===== src/rtl/magma_pkg.sv =====
// Magma cipher constants, S-box table and round function.
`default_nettype none

package magma_pkg;

	localparam int ROUNDS    = 32;
	localparam int KEY_WORDS = 8;
	localparam int ROT       = 11;
	localparam int HALF_W    = 32;
	localparam int KEY_IDX_W = $clog2(KEY_WORDS);

	typedef logic [HALF_W-1:0] half_t;
	typedef logic [KEY_IDX_W-1:0] key_idx_t;

	// Row 0 acts on the most significant nibble, row 7 on the least.
	localparam logic [3:0] SBOX [0:7][0:15] = '{
		'{4'd1, 4'd7, 4'd14, 4'd13, 4'd0, 4'd5, 4'd8, 4'd3,
		  4'd4, 4'd15, 4'd10, 4'd6, 4'd9, 4'd12, 4'd11, 4'd2},
		'{4'd8, 4'd14, 4'd2, 4'd5, 4'd6, 4'd9, 4'd1, 4'd12,
		  4'd15, 4'd4, 4'd11, 4'd0, 4'd13, 4'd10, 4'd3, 4'd7},
		'{4'd5, 4'd13, 4'd15, 4'd6, 4'd9, 4'd2, 4'd12, 4'd10,
		  4'd11, 4'd7, 4'd8, 4'd1, 4'd4, 4'd3, 4'd14, 4'd0},
		'{4'd7, 4'd15, 4'd5, 4'd10, 4'd8, 4'd1, 4'd6, 4'd13,
		  4'd0, 4'd9, 4'd3, 4'd14, 4'd11, 4'd4, 4'd2, 4'd12},
		'{4'd12, 4'd8, 4'd2, 4'd1, 4'd13, 4'd4, 4'd15, 4'd6,
		  4'd7, 4'd0, 4'd10, 4'd5, 4'd3, 4'd14, 4'd9, 4'd11},
		'{4'd11, 4'd3, 4'd5, 4'd8, 4'd2, 4'd15, 4'd10, 4'd13,
		  4'd14, 4'd1, 4'd7, 4'd4, 4'd12, 4'd9, 4'd6, 4'd0},
		'{4'd6, 4'd8, 4'd2, 4'd3, 4'd9, 4'd10, 4'd5, 4'd12,
		  4'd1, 4'd14, 4'd4, 4'd7, 4'd11, 4'd13, 4'd0, 4'd15},
		'{4'd12, 4'd4, 4'd6, 4'd2, 4'd10, 4'd5, 4'd11, 4'd9,
		  4'd14, 4'd8, 4'd13, 4'd7, 4'd0, 4'd3, 4'd15, 4'd1}
	};

	// Key schedule: k0..k7 three times, then k7..k0.
	function automatic key_idx_t key_sel(input int r);
		if (r < ROUNDS - KEY_WORDS) begin
			return key_idx_t'(r % KEY_WORDS);
		end
		return key_idx_t'(ROUNDS - 1 - r);
	endfunction

	// Key add mod 2^32, nibble substitution, rotate left.
	function automatic half_t round_fn(input half_t half, input half_t key);
		half_t s;
		half_t t;
		s = half + key;
		t = '0;
		for (int n = 0; n < 8; n++) begin
			t[(28 - 4*n) +: 4] = SBOX[n][s[(28 - 4*n) +: 4]];
		end
		return {t[HALF_W-ROT-1:0], t[HALF_W-1:HALF_W-ROT]};
	endfunction

endpackage

`default_nettype wire


===== src/rtl/magma_cell.sv =====
// One Feistel round stage with its own valid bit and backpressure.
`default_nettype none

module magma_cell (
	input  wire logic             clk,
	input  wire logic             arst_n,
	input  wire logic             up_valid,
	input  wire magma_pkg::half_t up_hi,
	input  wire magma_pkg::half_t up_lo,
	output logic                  up_ready,
	input  wire magma_pkg::half_t key,
	output logic                  dn_valid,
	output magma_pkg::half_t      dn_hi,
	output magma_pkg::half_t      dn_lo,
	input  wire logic             dn_ready
);

	logic             valid_q;
	magma_pkg::half_t hi_q;
	magma_pkg::half_t lo_q;

	// Loads when empty or when the held item moves on.
	assign up_ready = !valid_q || dn_ready;

	always_ff @(posedge clk or negedge arst_n) begin
		if (!arst_n) begin
			valid_q <= 1'b0;
		end else if (up_ready) begin
			valid_q <= up_valid;
		end
	end

	always_ff @(posedge clk) begin
		if (up_ready && up_valid) begin
			hi_q <= up_lo;
			lo_q <= magma_pkg::round_fn(up_lo, key) ^ up_hi;
		end
	end

	assign dn_valid = valid_q;
	assign dn_hi    = hi_q;
	assign dn_lo    = lo_q;

endmodule

`default_nettype wire


===== config.mk =====
export PLATFORM = sky130hd
export DESIGN_NAME = magma_cell
export DESIGN_NICKNAME = d
export VERILOG_FILES = /design/src/rtl/magma_pkg.sv /design/src/rtl/magma_cell.sv
export SDC_FILE = /design/constraint.sdc
export NUM_CORES = 1
export LEC_CHECK = 0
export BUFFER_PORTS_ARGS = -buffer_cell sky130_fd_sc_hd__buf_2
export CORE_ASPECT_RATIO = 1.4
export CORE_UTILIZATION = 25
export CTS_BUF_LIST = sky130_fd_sc_hd__clkbuf_2 sky130_fd_sc_hd__clkbuf_4 sky130_fd_sc_hd__clkbuf_8
export DETAILED_ROUTE_END_ITERATION = 12
export SYNTH_ARGS = -nofsm -noshare
export SYNTH_HDL_FRONTEND = slang
export SYNTH_SLANG_ARGS = --single-unit

===== constraint.sdc =====
create_clock -name clk -period 3.7 [get_ports clk]
set_clock_uncertainty 0.05 [all_clocks]
set_input_delay 0.37 -clock clk [delete_from_list [all_inputs] [get_ports clk]]
set_output_delay 0.37 -clock clk [all_outputs]
set_load 0.1 [all_outputs]

==> results_dict.tcl, run 1 <==
set metrics [dict create \
    async_flop_share_pct 1.54 \
    violations "DRC" \
    die_w_um 126 \
    syn-num-nets 660 \
    switchingPower_uw 1650 \
    synth_cell_types 68 \
    place_area_um2 6880 \
    routabilityCongestion 0.768 \
    synth_top_area_cell "edfxtp_1" \
    synth_top_area_share_pct 35.7 \
    synth_seq_area_share_pct 36.2 \
    routed-via-count 4440 \
    path_clk_slew_ps 70 \
    die_h_um 176 \
    yosysWarnings 0 \
    postRouteAntennaNets 0 \
    grt_pass1_vias 4325 \
    rsz0062_at_grt "no" \
    numCtsBuffers 9 \
    syn-cell-area_um2 5380 \
    sequentialPowerShare_pct 27.1 \
    syn_avg_cell_area_um2 10.9 \
    grt_max_degree 65 \
    p_leak_uw 0.00320 \
    required_ps 3780 \
    netSwitchingFraction_pct 45.6 \
    cts.sinks 65 \
    io_pins 166 \
    period_share_pct 94.8 \
    wl_per_cell_um 14.0 \
    slew_violations 0 \
    whs_ps 137 \
    timing_hold_violations_final 0 \
    dieArea_um2 22100 \
    via_per_inst 4.52 \
    first_iter_violations 167 \
    synth_edf_count 64 \
    met3_usage_pct 3.84 \
    irDropWorstVdd_v 0.000265 \
    max_cap_violations 0 \
    fin_crit_ps 3510 \
    grtUsageMet2_pct 24.2 \
    rows 63 \
    synth_top_flop_cell "edfxtp_1" \
    clockRootBuffer "clkbuf_8" \
    antenna_found_initial 3 \
    dr.pass1.iters 8 \
    dp_cells 962 \
    grt_pass1_wl_um 21400 \
    htree_levels 3 \
    core_area_um2 21100 \
    setup_violations 0 \
    synthCells 491 \
    globalRoute.busiestLayer "met2" \
    nFillCells 2203 \
    crit_arrival_ps 3590 \
    totalWireLength_um 13800 \
    critPathKind "primary input to flop" \
    crit-reg2reg-launch "dn_valid" \
    syn_to_final_growth_pct 32.1 \
    layout.nets 885 \
    cp-startpoint "up_lo[13]" \
    utilization_pct 33.6 \
    endpoint_kind "flop" \
    clockBufferDepth 2 \
    track_usage_pct 12.8 \
    crit_fanout 3 \
    pwr-share-comb_pct 56.1 \
    drive_gt1_share_pct 38.8 \
    grt-ovfl-total 0 \
    hold_path.startpoint "up_lo[3]" \
    post-route-cell-area_um2 7100 \
    insertion_delay_ps 370 \
    numPortBuffers 165 \
    slew_headroom_pct 41.5 \
    ys_top_cells_by_area "edfxtp_1, ha_1, xor2_1, xnor2_1, mux4_2" \
    fin_cells 983 \
    ys_ff_latch 65 \
    hold_path_class "primary input to flop" \
    max_freq_ghz 0.285 \
    start_util_pct 25.5 \
    tightest_slew_ps 877 \
    powerDensity_nw_per_um2 510 \
    status "finished, violations left" \
    power.internal_uw 1970 \
    remaining_drc_errors 1 \
    dpl.hpwl_um 11300 \
    cts_tree "built" \
    global_route.usage.met1_pct 12.3 \
    p_clk_share_pct 16.8 \
    worst_setup_path_start_kind "primary input" \
]
routing by layer:
layer  share of wire (%)  wire length [µm]  up-vias
met2                  55              7580      119
met1                  36              4990     2023
met4                 2.7               376        2
met3                 5.8               799       23
met5               0.094                13        -
li1                    -                 -     2273
repair_timing:
| item | in CTS | in global routing |
|---|---|---|
| resized for setup | 0 | 1 |
| hold buffers | 1 | 0 |
| buffers inserted | 0 | 2 |
| setup endpoints to repair | 0 | 3 |
| hold endpoints to repair | 1 | 0 |
worst max-delay path, cell delays in order:
cell,delay (ps)
buf_2,110
ha_1,330
a211oi_1,260
nor2_1,100
o41a_1,340
a41oi_1,280
a21oi_2,110
nor4b_1,380
o31ai_1,140
xnor2_1,180
buf_4,160
ha_1,180
or3_1,360
a31oi_1,200
xnor2_1,80
metrics by stage:
stage	power, µW	setup WS [ps]	TNS, ps
6_report	3620	192	0
5_1_grt	3860	36.6	0
4_1_cts	3680	200	0
3_5_place_dp	3040	-201	-1230
3_3_place_gp	3010	-117	-463
2_1_floorplan	2580	59.5	0
power by group through the flow:
| stage | logic, µW | clock network [µW] | registers (µW) |
|---|---|---|---|
| after floorplan | 897 | 0 | 1680 |
| after global placement | 2020 | 0 | 995 |
| after detailed placement | 2040 | 0 | 997 |
| after CTS | 2050 | 645 | 982 |
| after global routing | 2200 | 673 | 989 |
| final | 2030 | 609 | 981 |
layout make-up:
| class | instances | area, µm² | share of cell area, % |
|---|---|---|---|
| diodes | 2 | 5.00 | 0.0705 |
| clock buffers | 12 | 146 | 2.06 |
| clock inverters | 4 | 43.8 | 0.617 |
| inverters | 33 | 125 | 1.76 |
| multi-input cells | 384 | 3250 | 45.7 |
| flip-flops and latches | 65 | 1950 | 27.4 |
| well taps | 260 | 325 | 4.58 |
| repair buffers | 223 | 1260 | 17.8 |
cell usage in the layout, fill, tap and decap left out, types with 6 or more instances in the layout:
master | netlist | routed
buf_2 | 2 | 165
ha_1 | 68 | 68
edfxtp_1 | 64 | 64
buf_4 | 3 | 57
xor2_1 | 35 | 35
inv_1 | 32 | 32
nor2_1 | 29 | 29
xnor2_1 | 29 | 29
a21oi_1 | 29 | 28
nand2_1 | 25 | 25
o21ai_0 | 21 | 21
mux4_2 | 11 | 11
a211oi_1 | 9 | 9
a21o_1 | 9 | 9
clkbuf_8 | 1 | 9
nand2b_1 | 8 | 8
a31oi_1 | 8 | 8
o211ai_1 | 7 | 7
nor2b_1 | 7 | 7
mux2i_1 | 7 | 7
nand3_1 | 6 | 6
nor3_1 | 6 | 6
worst paths after layout:
check / end / slack, ps / cells after the start
worst max register to register: dn_lo[6] / 2000 / 2
max in group asynchronous: dn_valid / 3260 / 2
worst max-delay path: dn_lo[7] / 190 / 15
min in group asynchronous: dn_valid / 260 / 2
worst min-delay path: dn_hi[3] / 140 / 1
worst min register to register: dn_valid / 490 / 2
synth_stat cells, types with 2 or more instances:
library cell	number
a211oi_1	9
a21o_1	9
a21o_2	5
a21oi_1	29
a31o_2	3
a31oi_1	8
a32o_1	2
and2_1	2
and3_1	3
and3_2	2
buf_2	2
buf_4	3
clkbuf_1	2
edfxtp_1	64
ha_1	68
inv_1	32
mux2i_1	7
mux4_2	11
nand2_1	25
nand2b_1	8
nand3_1	6
nand4_1	4
nor2_1	29
nor2b_1	7
nor3_1	6
nor3b_1	4
nor4_1	2
o211ai_1	7
o21a_1	4
o21ai_0	21
o21ai_2	3
o21bai_1	3
o31ai_1	2
or3_1	3
xnor2_1	29
xor2_1	35
logic make-up after synthesis:
group / share of synthesized area (%)
AOI/OAI and AO/OA: 16.6
and+or+nand+nor: 10.2
adders and majority gates: 16.4
xor gates and xnor gates: 11.2
DFF: 36.2
buffers and inverters: 3.54
muxes: 5.91
registers in the layout, indices dropped and copies added, names as in the netlist:
signal and count:
dn_valid 1, dn_hi 32, dn_lo 32
(Power assumes the default switching activity.)
==> run 2, diff against run 1 <==
==> constraint.sdc (replaced) <==
create_clock -name clk -period 4.1 [get_ports clk]
set_clock_uncertainty 0.05 [all_clocks]
set_input_delay 0.41 -clock clk [delete_from_list [all_inputs] [get_ports clk]]
set_output_delay 0.41 -clock clk [all_outputs]
set_load 0.1 [all_outputs]
==> run 2 against run 1 <==
The run still ends with DRC left. Non-clock buffer count down 45. Sequential share of layout area up 1.4 points. Sequential cell count unchanged. Cell area down 4.9%. Wire length down 1.5%. Via count down 3.2%. Setup slack better by 220 ps. Clock-buffer cell count down 2. Combinational power down 13%.
==> results_dict.tcl, run 2 (synthesis gave the netlist of run 1 again) <==
set metrics [dict create \
    die_w_um 126 \
    final.setup.tns_ps 0 \
    start_util_pct 25.5 \
    crit_fanout 6 \
    remaining_drc_errors 2 \
    critical-path-slowest-cell "o41a_4" \
    max_cap_violations 0 \
    rows 63 \
    place_ws_ps 43.3 \
    dr.pass1.iters 8 \
    dieArea_um2 22100 \
    htree_levels 3 \
    grt_pass1_vias 4230 \
    grt_pass1_wl_um 21100 \
    syn_to_final_growth_pct 25.6 \
    via_per_inst 4.58 \
    io_pins 166 \
    whs_ps 173 \
    cts_resized 0 \
    powerDensity_nw_per_um2 471 \
    numPortBuffers 165 \
    timing_hold_violations_final 0 \
    final_common_cell "buf_2" \
    endpoint_kind "flop" \
    rsz0062_at_grt "no" \
    layout.nets 840 \
    slew_violations 0 \
    grt_max_degree 65 \
    worst_slack_ps 413 \
    routabilityCongestion 0.788 \
    tightest_slew_ps 874 \
    cp_cell_sequence "buf_2 > ha_1 > inv_1 > fa_1 > nand2b_1 > a21oi_2 > o41a_4 > nand4_1 > a21oi_1 > nor4b_1 > o31ai_1 > xnor2_1 > inv_1 > ha_1 > nand2_1 > o21a_1 > o211ai_1 > xor2_1" \
    clockBufferDepth 2 \
    layout_common_cells "buf_2, ha_1, edfxtp_1" \
    slowest_delay_ps 470 \
    max_freq_ghz 0.271 \
    numCtsBuffers 9 \
    track_usage_pct 12.6 \
    required_ps 4170 \
    antenna_found_initial 2 \
    hold_path_class "primary input to flop" \
    critPathKind "primary input to flop" \
    totalWireLength_um 13600 \
    routed-via-count 4298 \
    cts.sinks 65 \
    clockRootBuffer "clkbuf_8" \
    drive_gt1_share_pct 34.4 \
    dpl.hpwl_um 11100 \
    crit_arrival_ps 3760 \
    setup_violations 0 \
    postRouteAntennaNets 0 \
    wl_per_cell_um 14.5 \
    worst_setup_path_start_kind "primary input" \
    violations "DRC" \
    p_leak_uw 0.00298 \
    core_area_um2 21100 \
    irDropWorstVdd_v 0.000200 \
    status "finished, violations left" \
    fin_crit_ps 3690 \
    slew_headroom_pct 41.7 \
    die_h_um 176 \
    insertion_delay_ps 380 \
    period_share_pct 89.9 \
    grt-ovfl-total 0 \
    cts_tree "built" \
    path_clk_slew_ps 70 \
    first_iter_violations 144 \
]
[run 2: cell count changes in the layout (fill, tap and decap cells not counted), sizes merged]
cell / delta
buf: -45
clkbuf: -2
clkinv: +1
diode: +1
[run 2: path summary, 6_finish.rpt]
check | from | cells past startpoint | slack (ps) | end
min in group asynchronous | arst_n | 2 | 270 | dn_valid
setup reg to reg | dn_valid | 2 | 2400 | dn_lo[6]
max in group asynchronous | arst_n | 2 | 3650 | dn_valid
hold / removal | up_lo[4] | 1 | 170 | dn_hi[4]
setup / recovery | up_lo[0] | 18 | 410 | dn_lo[8]
hold reg to reg | dn_valid | 2 | 480 | dn_valid
[run 2: metrics by stage]
stage | utilization, % | cells | total power [µW] | area (µm²)
after floorplan | - | 491 | 2330 | 5380
after global routing | 31.9 | 936 | 3390 | 6750
final | 32.0 | 938 | 3180 | 6750
after detailed placement | 31.0 | 919 | 2670 | 6560
after CTS | 31.9 | 935 | 3230 | 6740
after global placement | 31.0 | 919 | 2650 | 6560
[run 2: critical path: cells and delay by family]
family / cells / cell delay (ps)
simple gates: 4 / 730
buf+inv: 3 / 320
xor+xnor: 2 / 490
fa+ha+maj: 3 / 740
compound gates: 6 / 1070
[run 2: power breakdown]
part	switching [µW]	leakage (µW)	internal (µW)
combinational	1210	0.00227	545
clock	259	0.0000944	278
sequential	18.7	0.000620	869
total	1490	0.00298	1690
[run 2: area by class of cell]
type | count | area, µm²
flip-flops and latches | 65 | 1950
clock buffers | 10 | 131
repair buffers | 178 | 926
clock inverters | 5 | 47.5
well taps | 260 | 325
diodes | 3 | 7.51
multi-input cells | 384 | 3240
inverters | 33 | 125
fillers | 2202 | 14400
[run 2: what timing repair did]
action | CTS | global route
endpoints found under the setup margin | 0 | 0
hold buffers | 1 | 0
buffers inserted | 0 | 0
hold endpoints to repair | 1 | 0
[run 2: routing by layer]
metal | up-vias | wire length, µm | track usage (%)
met5 | - | 10 | 0
li1 | 2181 | - | -
met4 | 2 | 287 | 5.22
met3 | 20 | 806 | 4.02
met2 | 117 | 7400 | 24.3
met1 | 1978 | 5050 | 12.2
==> run 3, diff against run 2 <==
--- a/config.mk
+++ b/config.mk
@@ -8,7 +8,6 @@
 export BUFFER_PORTS_ARGS = -buffer_cell sky130_fd_sc_hd__buf_2
 export CORE_ASPECT_RATIO = 1.4
 export CORE_UTILIZATION = 25
-export CTS_BUF_LIST = sky130_fd_sc_hd__clkbuf_2 sky130_fd_sc_hd__clkbuf_4 sky130_fd_sc_hd__clkbuf_8
 export DETAILED_ROUTE_END_ITERATION = 12
 export SYNTH_ARGS = -nofsm -noshare
 export SYNTH_HDL_FRONTEND = slang
==> run 3 against run 2 <==
Sequential power about the same. Clock power increased by 38%. Sequential share of layout area decreased by 0.43 points. Maximum frequency increased by 0.81%. First-iteration DRC count increased by 1.4%. Register-to-register slack about the same. Critical path depth decreased by 4. Sequential cell count unchanged. Largest cell class unchanged. Worst hold slack improved by 34 ps. Die area unchanged. Via count about the same. The flow still finishes with violations (DRC).
==> results_dict.tcl, run 3 (synthesis gave the netlist of run 1 again) <==
set metrics [dict create \
    core_area_um2 21100 \
    routabilityCongestion 0.788 \
    dpl.hpwl_um 11100 \
    cts.sinks 65 \
    dp_cells 919 \
    track_usage_pct 12.7 \
    clockBufferDepth 2 \
    critPathKind "primary input to flop" \
    slew_violations 0 \
    status "finished, violations left" \
    slew_headroom_pct 41.8 \
    layout_common_cells "buf_2, ha_1, edfxtp_1" \
    switchingPower_uw 1510 \
    io_pins 166 \
    die_h_um 176 \
    max_cap_violations 0 \
    hold_path_class "primary input to flop" \
    crit_arrival_ps 3700 \
    netSwitchingFraction_pct 44.7 \
    nFillCells 2196 \
    grt_pass1_wl_um 21100 \
    hold_path_depth 1 \
    routed-via-count 4294 \
    insertion_delay_ps 350 \
    final_common_cell "buf_2" \
    rr_worst_depth 2 \
    numCtsBuffers 9 \
    irDropWorstVdd_v 0.000214 \
    tightest_slew_ps 872 \
    cts_tree "built" \
    crit_fanout 5 \
    endpoint_kind "flop" \
    die_w_um 126 \
    seqCellArea_um2 1950 \
    multi_input_area_um2 3250 \
    path_clk_slew_ps 50 \
    violations "DRC" \
    grt_pass1_vias 4218 \
    postRouteAntennaNets 0 \
    dieArea_um2 22100 \
    rows 63 \
    syn_to_final_growth_pct 27.5 \
    remaining_drc_errors 2 \
    drive_gt1_share_pct 34.4 \
    fin_crit_ps 3660 \
    setup_violations 0 \
    clockRootBuffer "clkbuf_16" \
    start_util_pct 25.5 \
    final.setup.tns_ps 0 \
    utilization_pct 32.4 \
    htree_levels 3 \
    rsz0062_at_grt "no" \
    critical-path-slowest-cell "a2111oi_2" \
    slowest_delay_ps 410 \
    place_area_um2 6560 \
    timing_hold_violations_final 0 \
    totalWireLength_um 13500 \
    pwr-share-comb_pct 51.9 \
    grt-ovfl-total 0 \
    p_leak_uw 0.00303 \
    dr.pass1.iters 10 \
    powerDensity_nw_per_um2 495 \
    post-route-cell-area_um2 6850 \
    numPortBuffers 165 \
    whs_ps 207 \
    worst_setup_path_start_kind "primary input" \
    fin_cells 937 \
    antenna_found_initial 1 \
    period_share_pct 89.2 \
    power.internal_uw 1880 \
    p_clk_share_pct 21.9 \
    r2r_slack_ps 2410 \
    via_per_inst 4.58 \
    wl_per_cell_um 14.4 \
    required_ps 4140 \
    layout.nets 840 \
    grt_max_degree 65 \
    cp_cell_sequence "buf_2 > ha_1 > a2111oi_2 > o21ai_2 > a41oi_2 > a31oi_1 > o211ai_1 > nand2_1 > xor2_1 > inv_1 > ha_1 > or3_1 > a31oi_1 > xnor2_1" \
    first_iter_violations 146 \
    sequentialPowerShare_pct 26.2 \
    max_freq_ghz 0.273 \
]
-- run 3: cell count changes in the layout (fill, tap and decap cells not counted), sizes merged --
| cell | previous run | this run |
|---|---|---|
| diode | 3 | 2 |
-- run 3: worst paths after layout --
path | start | endpoint
max | up_lo[6] | dn_lo[7]
min | up_lo[4] | dn_hi[4]
max reg2reg | dn_valid | dn_lo[4]
min reg2reg | dn_valid | dn_valid
max in group asynchronous | arst_n | dn_valid
min in group asynchronous | arst_n | dn_valid
-- run 3: per-layer routing --
layer  track usage [%]  up-vias  wire length (µm)
li1                  -     2180                 -
met1              12.3     1980              5050
met2              24.3      114              7400
met3              4.11       18               791
met4              5.17        2               263
met5                 0        -                10
-- run 3: critical path: cells and delay by family --
kind | cells | cell delay [ps]
compound gates | 6 | 1540
fa+ha+maj | 2 | 600
xor+xnor | 2 | 440
simple gates | 2 | 430
buf+inv | 2 | 290
-- run 3: through the flow --
stage               total power, µW  setup WS [ps]
global placement               2650            128
floorplan                      2330            333
global route                   3600            108
detailed placement             2670           43.3
CTS                            3430            408
finish                         3390            442
-- run 3: area by class of cell --
type	count	area share [%]
timing repair buffer	178	13.5
clock inverter	5	0.694
inverter	33	1.83
antenna	2	0.0730
sequential	65	28.4
multi-input combinational	384	47.4
tap	260	4.75
clock buffer	10	3.34
-- run 3: power by group through the flow --
stage / Clock [µW] / Sequential, µW / Combinational (µW)
after floorplan: 0 / 1520 / 810
after global placement: 0 / 900 / 1750
after detailed placement: 0 / 902 / 1770
after CTS: 765 / 890 / 1780
after global routing: 793 / 897 / 1910
final: 742 / 888 / 1760
-- run 3: repair_timing --
| item | in CTS | in global routing |
|---|---|---|
| endpoints found under the setup margin | 0 | 1 |
| hold buffers | 1 | 0 |
| resized for setup | 0 | 1 |
| buffers inserted | 0 | 0 |
| hold endpoints to repair | 1 | 0 |
